$ cat config.mk
export PLATFORM = sky130hd
export DESIGN_NAME = ascii_command_frame_parser_top
export DESIGN_NICKNAME = d
export VERILOG_FILES = /design/src/rtl/acfp_pkg.sv /design/src/rtl/ascii_command_frame_parser_top.sv
export SDC_FILE = /design/constraint.sdc
export NUM_CORES = 1
export LEC_CHECK = 0
export BUFFER_PORTS_ARGS = -buffer_cell sky130_fd_sc_hd__buf_2
export CAP_MARGIN = 20
export CORE_UTILIZATION = 60
export DETAILED_ROUTE_END_ITERATION = 8
export PLACE_DENSITY = 0.77
export SLEW_MARGIN = 20
export SYNTH_ARGS = -nofsm -noshare
export SYNTH_HDL_FRONTEND = slang
export SYNTH_SLANG_ARGS = --single-unit
$ cat constraint.sdc
create_clock -name i_clk -period 9.4 [get_ports i_clk]
set_input_delay 0.47 -clock i_clk [delete_from_list [all_inputs] [get_ports i_clk]]
set_output_delay 0.47 -clock i_clk [all_outputs]
set_load 0.03 [all_outputs]
$ cat src/rtl/acfp_pkg.sv
`default_nettype none

package acfp_pkg;

    localparam int unsigned BYTE_W  = 8;
    localparam int unsigned COUNT_W = 8;
    localparam int unsigned VALUE_W = 32;
    localparam int unsigned KIND_W  = 2;
    localparam int unsigned PHASE_W = 2;

    // result kinds
    localparam logic [KIND_W-1:0] KIND_READ      = 2'd0;
    localparam logic [KIND_W-1:0] KIND_WRITE     = 2'd1;
    localparam logic [KIND_W-1:0] KIND_MALFORMED = 2'd2;

    // register indexes
    localparam logic REG_START_BYTE = 1'b0;
    localparam logic REG_END_BYTE   = 1'b1;

    localparam logic [BYTE_W-1:0] START_BYTE_RESET = 8'd46;
    localparam logic [BYTE_W-1:0] END_BYTE_RESET   = 8'd10;

    // number parser phases
    localparam logic [PHASE_W-1:0] PH_BLANK  = 2'd0;
    localparam logic [PHASE_W-1:0] PH_SIGN   = 2'd1;
    localparam logic [PHASE_W-1:0] PH_DIGITS = 2'd2;
    localparam logic [PHASE_W-1:0] PH_STOP   = 2'd3;

    localparam logic [VALUE_W+3:0] POS_LIMIT = 36'h0_7FFF_FFFF;
    localparam logic [VALUE_W+3:0] NEG_LIMIT = 36'h0_8000_0000;

    typedef struct packed {
        logic [PHASE_W-1:0] phase;
        logic               negative;
        logic [VALUE_W-1:0] magnitude;
        logic               clamped;
    } t_num;

    function automatic logic is_blank(input logic [BYTE_W-1:0] b);
        return ((b >= 8'd9) && (b <= 8'd13)) || (b == 8'd32);
    endfunction

    // one byte of the decimal parser, with clamping at the signed limits
    function automatic t_num parse_byte(input t_num cur, input logic [BYTE_W-1:0] b);
        t_num             nxt;
        logic [VALUE_W+3:0] prod;
        logic [VALUE_W+3:0] limit;
        logic [BYTE_W-1:0]  digit;
        nxt   = cur;
        digit = b - 8'd48;
        prod  = ({4'd0, cur.magnitude} << 3) + ({4'd0, cur.magnitude} << 1)
              + {{(VALUE_W-4){1'b0}}, digit};
        limit = cur.negative ? NEG_LIMIT : POS_LIMIT;
        if (cur.phase != PH_STOP) begin
            if ((b >= 8'd48) && (b <= 8'd57)) begin
                if (prod > limit) begin
                    nxt.magnitude = limit[VALUE_W-1:0];
                    nxt.clamped   = 1'b1;
                end else begin
                    nxt.magnitude = prod[VALUE_W-1:0];
                end
                nxt.phase = PH_DIGITS;
            end else if ((cur.phase == PH_BLANK) && is_blank(b)) begin
                nxt.phase = PH_BLANK;
            end else if ((cur.phase == PH_BLANK) && ((b == 8'd43) || (b == 8'd45))) begin
                nxt.negative = (b == 8'd45);
                nxt.phase    = PH_SIGN;
            end else begin
                nxt.phase = PH_STOP;
            end
        end
        return nxt;
    endfunction

endpackage

`default_nettype wire

$ cat src/rtl/ascii_command_frame_parser_top.sv
// ascii command frame parser
//
// input channel: one received serial byte per request on i_rx_byte, taken at a
// rising edge with i_in_valid high and o_in_stall low. output channel: one
// decoded command per request (kind, address, value, saturation flag), taken
// at a rising edge with o_out_valid high and i_out_stall low.
// the frame state and the result register are both updated at the edge that
// accepts a byte, so a closing byte shows its result on the outputs in the
// cycle after acceptance. throughput is one byte per cycle while the input is
// not stalled, set by the combinational multiply-by-ten accumulate.
// the input is stalled only while a result sits in the output register and
// the receiver stalls; every byte waits then, whether it closes a frame or
// not. the result and its fields hold until taken.
// reset (synchronous, active low) empties the output register, closes any
// open frame and restores the start byte to '.' and the end byte to newline.
// the two registers are written through i_cfg_we / i_cfg_index / i_cfg_data
// and should only change while no frame is in flight.
`default_nettype none

module ascii_command_frame_parser_top #(
    parameter int unsigned MAX_FRAME_BYTES = 32
) (
    input  wire logic                          i_clk,
    input  wire logic                          i_rst_n,
    // byte input
    input  wire logic                          i_in_valid,
    output logic                               o_in_stall,
    input  wire logic [acfp_pkg::BYTE_W-1:0]   i_rx_byte,
    // command output
    output logic                               o_out_valid,
    input  wire logic                          i_out_stall,
    output logic [acfp_pkg::KIND_W-1:0]        o_kind,
    output logic [acfp_pkg::BYTE_W-1:0]        o_address,
    output logic signed [acfp_pkg::VALUE_W-1:0] o_value,
    output logic                               o_value_saturated,
    // register writes
    input  wire logic                          i_cfg_we,
    input  wire logic                          i_cfg_index,
    input  wire logic [acfp_pkg::BYTE_W-1:0]   i_cfg_data
);

    localparam logic [acfp_pkg::COUNT_W-1:0] MAX_COUNT =
        acfp_pkg::COUNT_W'(MAX_FRAME_BYTES);

    // configuration
    logic [acfp_pkg::BYTE_W-1:0]  r_start_byte;
    logic [acfp_pkg::BYTE_W-1:0]  r_end_byte;

    // frame state
    logic                         r_in_frame, n_in_frame;
    logic [acfp_pkg::COUNT_W-1:0] r_frame_count, n_frame_count;
    logic [acfp_pkg::BYTE_W-1:0]  r_letter, n_letter;
    acfp_pkg::t_num               r_num, n_num;

    // result register
    logic                         r_out_valid, n_out_valid;
    logic [acfp_pkg::KIND_W-1:0]  r_kind, n_kind;
    logic [acfp_pkg::BYTE_W-1:0]  r_address, n_address;
    logic [acfp_pkg::VALUE_W-1:0] r_value, n_value;
    logic                         r_sat, n_sat;

    logic                         in_accept;
    logic                         out_free;
    logic [acfp_pkg::COUNT_W-1:0] count_inc;
    acfp_pkg::t_num               num_step;
    acfp_pkg::t_num               num_clear;

    // the input only waits when a finished result cannot leave
    assign o_in_stall = r_out_valid && i_out_stall;
    assign in_accept  = i_in_valid && !o_in_stall;
    assign out_free   = !r_out_valid || !i_out_stall;
    assign count_inc  = r_frame_count + 1'b1;
    assign num_step   = acfp_pkg::parse_byte(r_num, i_rx_byte);
    assign num_clear  = '{phase: acfp_pkg::PH_BLANK, negative: 1'b0,
                          magnitude: '0, clamped: 1'b0};

    always_comb begin
        n_in_frame    = r_in_frame;
        n_frame_count = r_frame_count;
        n_letter      = r_letter;
        n_num         = r_num;
        n_out_valid   = out_free ? 1'b0 : r_out_valid;
        n_kind        = r_kind;
        n_address     = r_address;
        n_value       = r_value;
        n_sat         = r_sat;

        if (in_accept) begin
            if (!r_in_frame) begin
                // idle: only the start byte matters
                if (i_rx_byte == r_start_byte) begin
                    if (i_rx_byte == r_end_byte) begin
                        // start and end coincide: empty frame at once
                        n_out_valid = 1'b1;
                        n_kind      = acfp_pkg::KIND_MALFORMED;
                        n_address   = '0;
                        n_value     = '0;
                        n_sat       = 1'b0;
                    end else begin
                        n_in_frame    = 1'b1;
                        n_frame_count = acfp_pkg::COUNT_W'(1);
                    end
                end
            end else if (i_rx_byte == r_end_byte) begin
                // closing byte
                n_out_valid = 1'b1;
                if (count_inc <= acfp_pkg::COUNT_W'(2)) begin
                    n_kind    = acfp_pkg::KIND_MALFORMED;
                    n_address = '0;
                    n_value   = '0;
                    n_sat     = 1'b0;
                end else if (count_inc == acfp_pkg::COUNT_W'(3)) begin
                    n_kind    = acfp_pkg::KIND_READ;
                    n_address = r_letter;
                    n_value   = '0;
                    n_sat     = 1'b0;
                end else begin
                    // closing byte still runs through the parser
                    n_kind    = acfp_pkg::KIND_WRITE;
                    n_address = r_letter;
                    n_value   = num_step.negative ? (~num_step.magnitude + 1'b1)
                                                  : num_step.magnitude;
                    n_sat     = num_step.clamped;
                end
                n_in_frame    = 1'b0;
                n_frame_count = '0;
                n_letter      = '0;
                n_num         = num_clear;
            end else begin
                n_frame_count = count_inc;
                if (count_inc == acfp_pkg::COUNT_W'(2)) begin
                    n_letter = i_rx_byte;
                end else begin
                    n_num = num_step;
                end
                // overlong frame is dropped with no result
                if (count_inc > MAX_COUNT) begin
                    n_in_frame    = 1'b0;
                    n_frame_count = '0;
                    n_letter      = '0;
                    n_num         = num_clear;
                end
            end
        end
    end

    always_ff @(posedge i_clk) begin
        if (!i_rst_n) begin
            r_start_byte  <= acfp_pkg::START_BYTE_RESET;
            r_end_byte    <= acfp_pkg::END_BYTE_RESET;
            r_in_frame    <= 1'b0;
            r_frame_count <= '0;
            r_letter      <= '0;
            r_num         <= num_clear;
            r_out_valid   <= 1'b0;
        end else begin
            if (i_cfg_we) begin
                unique case (i_cfg_index)
                    acfp_pkg::REG_START_BYTE: r_start_byte <= i_cfg_data;
                    acfp_pkg::REG_END_BYTE:   r_end_byte   <= i_cfg_data;
                    default:                  r_end_byte   <= r_end_byte;
                endcase
            end
            r_in_frame    <= n_in_frame;
            r_frame_count <= n_frame_count;
            r_letter      <= n_letter;
            r_num         <= n_num;
            r_out_valid   <= n_out_valid;
        end
    end

    // payload, no reset needed
    always_ff @(posedge i_clk) begin
        r_kind    <= n_kind;
        r_address <= n_address;
        r_value   <= n_value;
        r_sat     <= n_sat;
    end

    assign o_out_valid       = r_out_valid;
    assign o_kind            = r_kind;
    assign o_address         = r_address;
    assign o_value           = r_value;
    assign o_value_saturated = r_sat;

endmodule

`default_nettype wire

==> flow_results.org <==
** Status
- The flow ran to the end, and the final reports show no timing, DRC or antenna violations.

** Pwr
- For this design the static power due to leakage is 4.71 nW.
- Power spread over the standard cell area amounts to 114 nW/um2.
- VDD sags by at most 0.134 mV.

** Worst setup path
- In this run the worst path has a maximum fanout of 7.
- Across all register-to-register paths, the minimum setup slack is 0.94 ns.
- Startpoint of the worst register-to-register path :: r_num[4]
- STA classifies the critical path startpoint as an input pin.
- Data arrival, critical path :: 8.77 ns
- Peak per-stage delay on the critical path :: 0.51 ns
- The largest individual stage delay along the critical path comes from the cell a2111oi_4.
- Classification of the worst setup path :: input pin to flop
- FF-to-FF End :: o_value[22]
- Required time of the critical path :: 9.56 ns
- STA classifies the critical path endpoint as a flop.
- Number of cells traversed by the worst register-to-register path :: 29

** STA
- For the pin with the worst max-slew slack, the measured transition is 1.03 ns.
- Post-layout min period :: 8.61 ns
- Setup violations remaining at the end of the flow were counted as 0.
- The total count of max-transition violations in the final report is 0.
- Hold violation count in the final report :: 0
- Based on the critical path, the design can be clocked at up to 116 MHz.
- In this run the tightest slew margin relative to its limit is 31.1%.
- Setup repair after global routing left no endpoint under its margin.
- Aggregate negative setup slack :: 0 ns
- Worst clock skew on the final layout :: 0.0201 ns
- Worst-case setup margin in the final layout :: 0.790 ns
- The final critical path takes up 91.6% of the cycle.

** Logic synthesis
- In this run, synthesis inferred 43 flip-flops with an integrated enable.
- After synthesis, the cell types taking the most area are dfxtp_1, edfxtp_1, ha_1.
- The Yosys step of the flow raised 0 warnings.
- In the synthesized netlist, the number of instances is 1204.
- A synthesized cell averages 8.15 um2.
- Top cell types by occurrence after synthesis :: nand2_1, a21oi_1, ha_1
- The synthesized design devotes to its leading area cell type 14.3% of total area.
- Counting every net in the synthesized netlist gives 1331.
- The largest total area in the synthesized netlist belongs to dfxtp_1.
- Number of synthesized register bits :: 113
- Async SR Flop Fraction :: 0%
- Most frequent cell after synthesis :: nand2_1
- For this run, the leading register cell type out of synthesis is dfxtp_1.
- Unique masters post-synth :: 88
- Sequential area share after synthesis :: 27.4%
- Netlist Area Pre-Place :: 9810 um2

** Die
- Die Area :: 16900 um2
- Floorplan core area :: 15900 um2
- Starting density of the core :: 61.5%
- During I/O placement, the number of pins put on the boundary was 67.
- In this run the horizontal extent of the chip is 130 um.
- In this run the vertical extent of the chip is 130 um.
- Row generation in the floorplan step produced 46 rows.

** Clock tree
- TritonCTS built the clock tree.
- Post_cts resized :: 0
- Buffers inserted during clock tree synthesis total 17.
- Setup Fix Bufs, Post-CTS :: 0
- Hold repair after CTS inserted 0 buffers.
- Buffers from clock root to sink, at most :: 2
- CTS built an H-tree with a depth of 4.
- For the worst-skew pair, the clock arrives at the later sink with an insertion delay of 0.43 ns.
- Clock sink total :: 113
- Clock edge transition at the registers on the reported setup and hold paths :: 0.05 ns
- Buffer type at the clock tree root :: clkbuf_16

** Global routing
- First-pass GRT wire length :: 44600 um
- Largest net degree at the start of global routing :: 71
- Initial antenna violation count :: 0
- The number of global-route vias before repair was 8667.
- Global routing consumed, over all layers together, 33.9% of the routing resources.
- After global routing the overflow that remains totals 0.

** Cells and area
- The net count of the finished layout is 1362.
- Of the cells placed in the final design, the portion with a size suffix greater than 1 is 12.5%.
- 0 antenna diodes ended up in the layout.
- The area growth from synthesis to layout is 10.1%.

** Hold path
- Beginning of the worst hold path :: i_cfg_data[3]
- Worst Hold Path Cells :: 3
- The min-delay analysis places its worst path in the category input pin to flop.
- The worst hold path terminates at r_start_byte[3].

** Drt
- The first detailed-routing pass took 8 iterations.
- Post-route DRC :: 0
- Vias post-DR :: 9418
- The detailed router finished its first iteration with 946 violations.
- In the routed layout, each cell is associated on average with a via count of 6.43.
- Routed length per instance :: 19.1 um
- Number of nets with antenna violations after detailed routing :: 0
- Sum of routed wire length over all layers :: 28000 um

** Placement
- Final RePlAce weighted congestion :: 0.970
- Detailed placement finished with a half-perimeter wire length of 20100 um.
- Before CTS, the worst setup slack after placement is 0.550 ns.
- Port Buf Inserts :: 66

** Flow run
- Maximum Capacitance Violations :: 0
per-layer routing:
metal | vias up | track usage [%] | share of wire (%)
met2 | 458 | 54.3 | 45
met4 | 0 | 16.5 | 4.1
li1 | 4491 | - | -
met5 | - | 0 | 0
met3 | 94 | 5.99 | 8.2
met1 | 4375 | 44.3 | 42
state kept, by name, summed over array words and instances, names as in the netlist:
name	cells
r_num	36
o_value	32
o_address	8
r_end_byte	8
r_frame_count	8
r_letter	8
r_start_byte	8
o_kind	2
o_out_valid	1
o_value_saturated	1
r_in_frame	1
final cells by class:
| cell class | count | area [um2] |
|---|---|---|
| Clock inverter | 8 | 75.1 |
| Tap cell | 216 | 270 |
| Clock buffer | 24 | 513 |
| Inverter | 28 | 105 |
| Fill cell | 1350 | 5140 |
| Sequential cell | 113 | 2690 |
| Multi-Input combinational cell | 997 | 6720 |
| Timing Repair Buffer | 78 | 423 |
stage by stage:
| stage | hold slack (ns) | total power, mW | cell area (um2) | std cells | utilization, % |
|---|---|---|---|---|---|
| 3_5_place_dp | 0.473 | 0.593 | 10200 | 1432 | 64.0 |
| 5_1_grt | 0.286 | 1.25 | 10800 | 1464 | 67.8 |
| 3_3_place_gp | 0.468 | 0.591 | 10200 | 1432 | 64.0 |
| 6_report | 0.280 | 1.23 | 10800 | 1464 | 67.8 |
| 4_1_cts | 0.280 | 1.23 | 10800 | 1464 | 67.7 |
| 2_1_floorplan | 0.455 | 0.571 | 9810 | 1204 | - |
where the power goes:
| group | internal, mW | total (mW) | switching, mW |
|---|---|---|---|
| Clock | 0.407 | 0.641 | 0.234 |
| Sequential | 0.509 | 0.511 | 0.00280 |
| Combinational | 0.0263 | 0.0736 | 0.0472 |
critical path, delay by kind of cell:
family / cells / cell delay [ns]
AO/OA/AOI/OAI: 17 / 4.12
XOR/XNOR: 2 / 0.50
adder cells (fa/ha/maj): 5 / 1.63
buffers and inverters: 1 / 0.15
multiplexers: 1 / 0.30
AND/OR/NAND/NOR: 6 / 1.57
layout by cell type, fill, tap and decap left out, types with 12 or more instances in the layout:
master and count:
a21boi_0 15, nor2_1 94, nand4_1 13, nand2_1 150, buf_4 13, o211ai_1 12, dfxtp_1 70, nor3_1 15
xor2_1 41, and2_1 33, nor2b_1 26, o21ai_0 75, a211oi_1 14, and3_1 25, clkbuf_16 18, edfxtp_1 43
buf_2 65, ha_1 99, a22oi_1 25, xnor2_1 23, inv_1 27, nand3_1 37, a21oi_1 102
how the worst max path moves through the flow:
stage | slack [ns] | from | depth (start not counted) | endpoint
floorplan | 1.11 | i_rx_byte[6] | 34 | o_value[22]
global placement | 0.83 | i_rx_byte[4] | 32 | o_value[22]
detailed placement | 0.55 | i_rx_byte[4] | 32 | o_value[22]
CTS | 0.95 | i_rx_byte[4] | 32 | o_value[22]
global route | 0.45 | i_rx_byte[4] | 32 | o_value[22]
finish | 0.79 | i_rx_byte[4] | 32 | o_value[22]
cell families (layout without fill, tap and decap cells):
group                    Yosys count  in the layout  synth area share (%)
XOR/XNOR                          64             64                  5.71
buffers and inverters             94            138                  4.31
AO/OA/AOI/OAI                    357            357                  24.2
adder cells (fa/ha/maj)          105            105                  13.8
flip-flops                       113            113                  27.4
AND/OR/NAND/NOR                  462            462                  23.5
multiplexers                       9              9                 0.995
(Power assumes the default switching activity.)
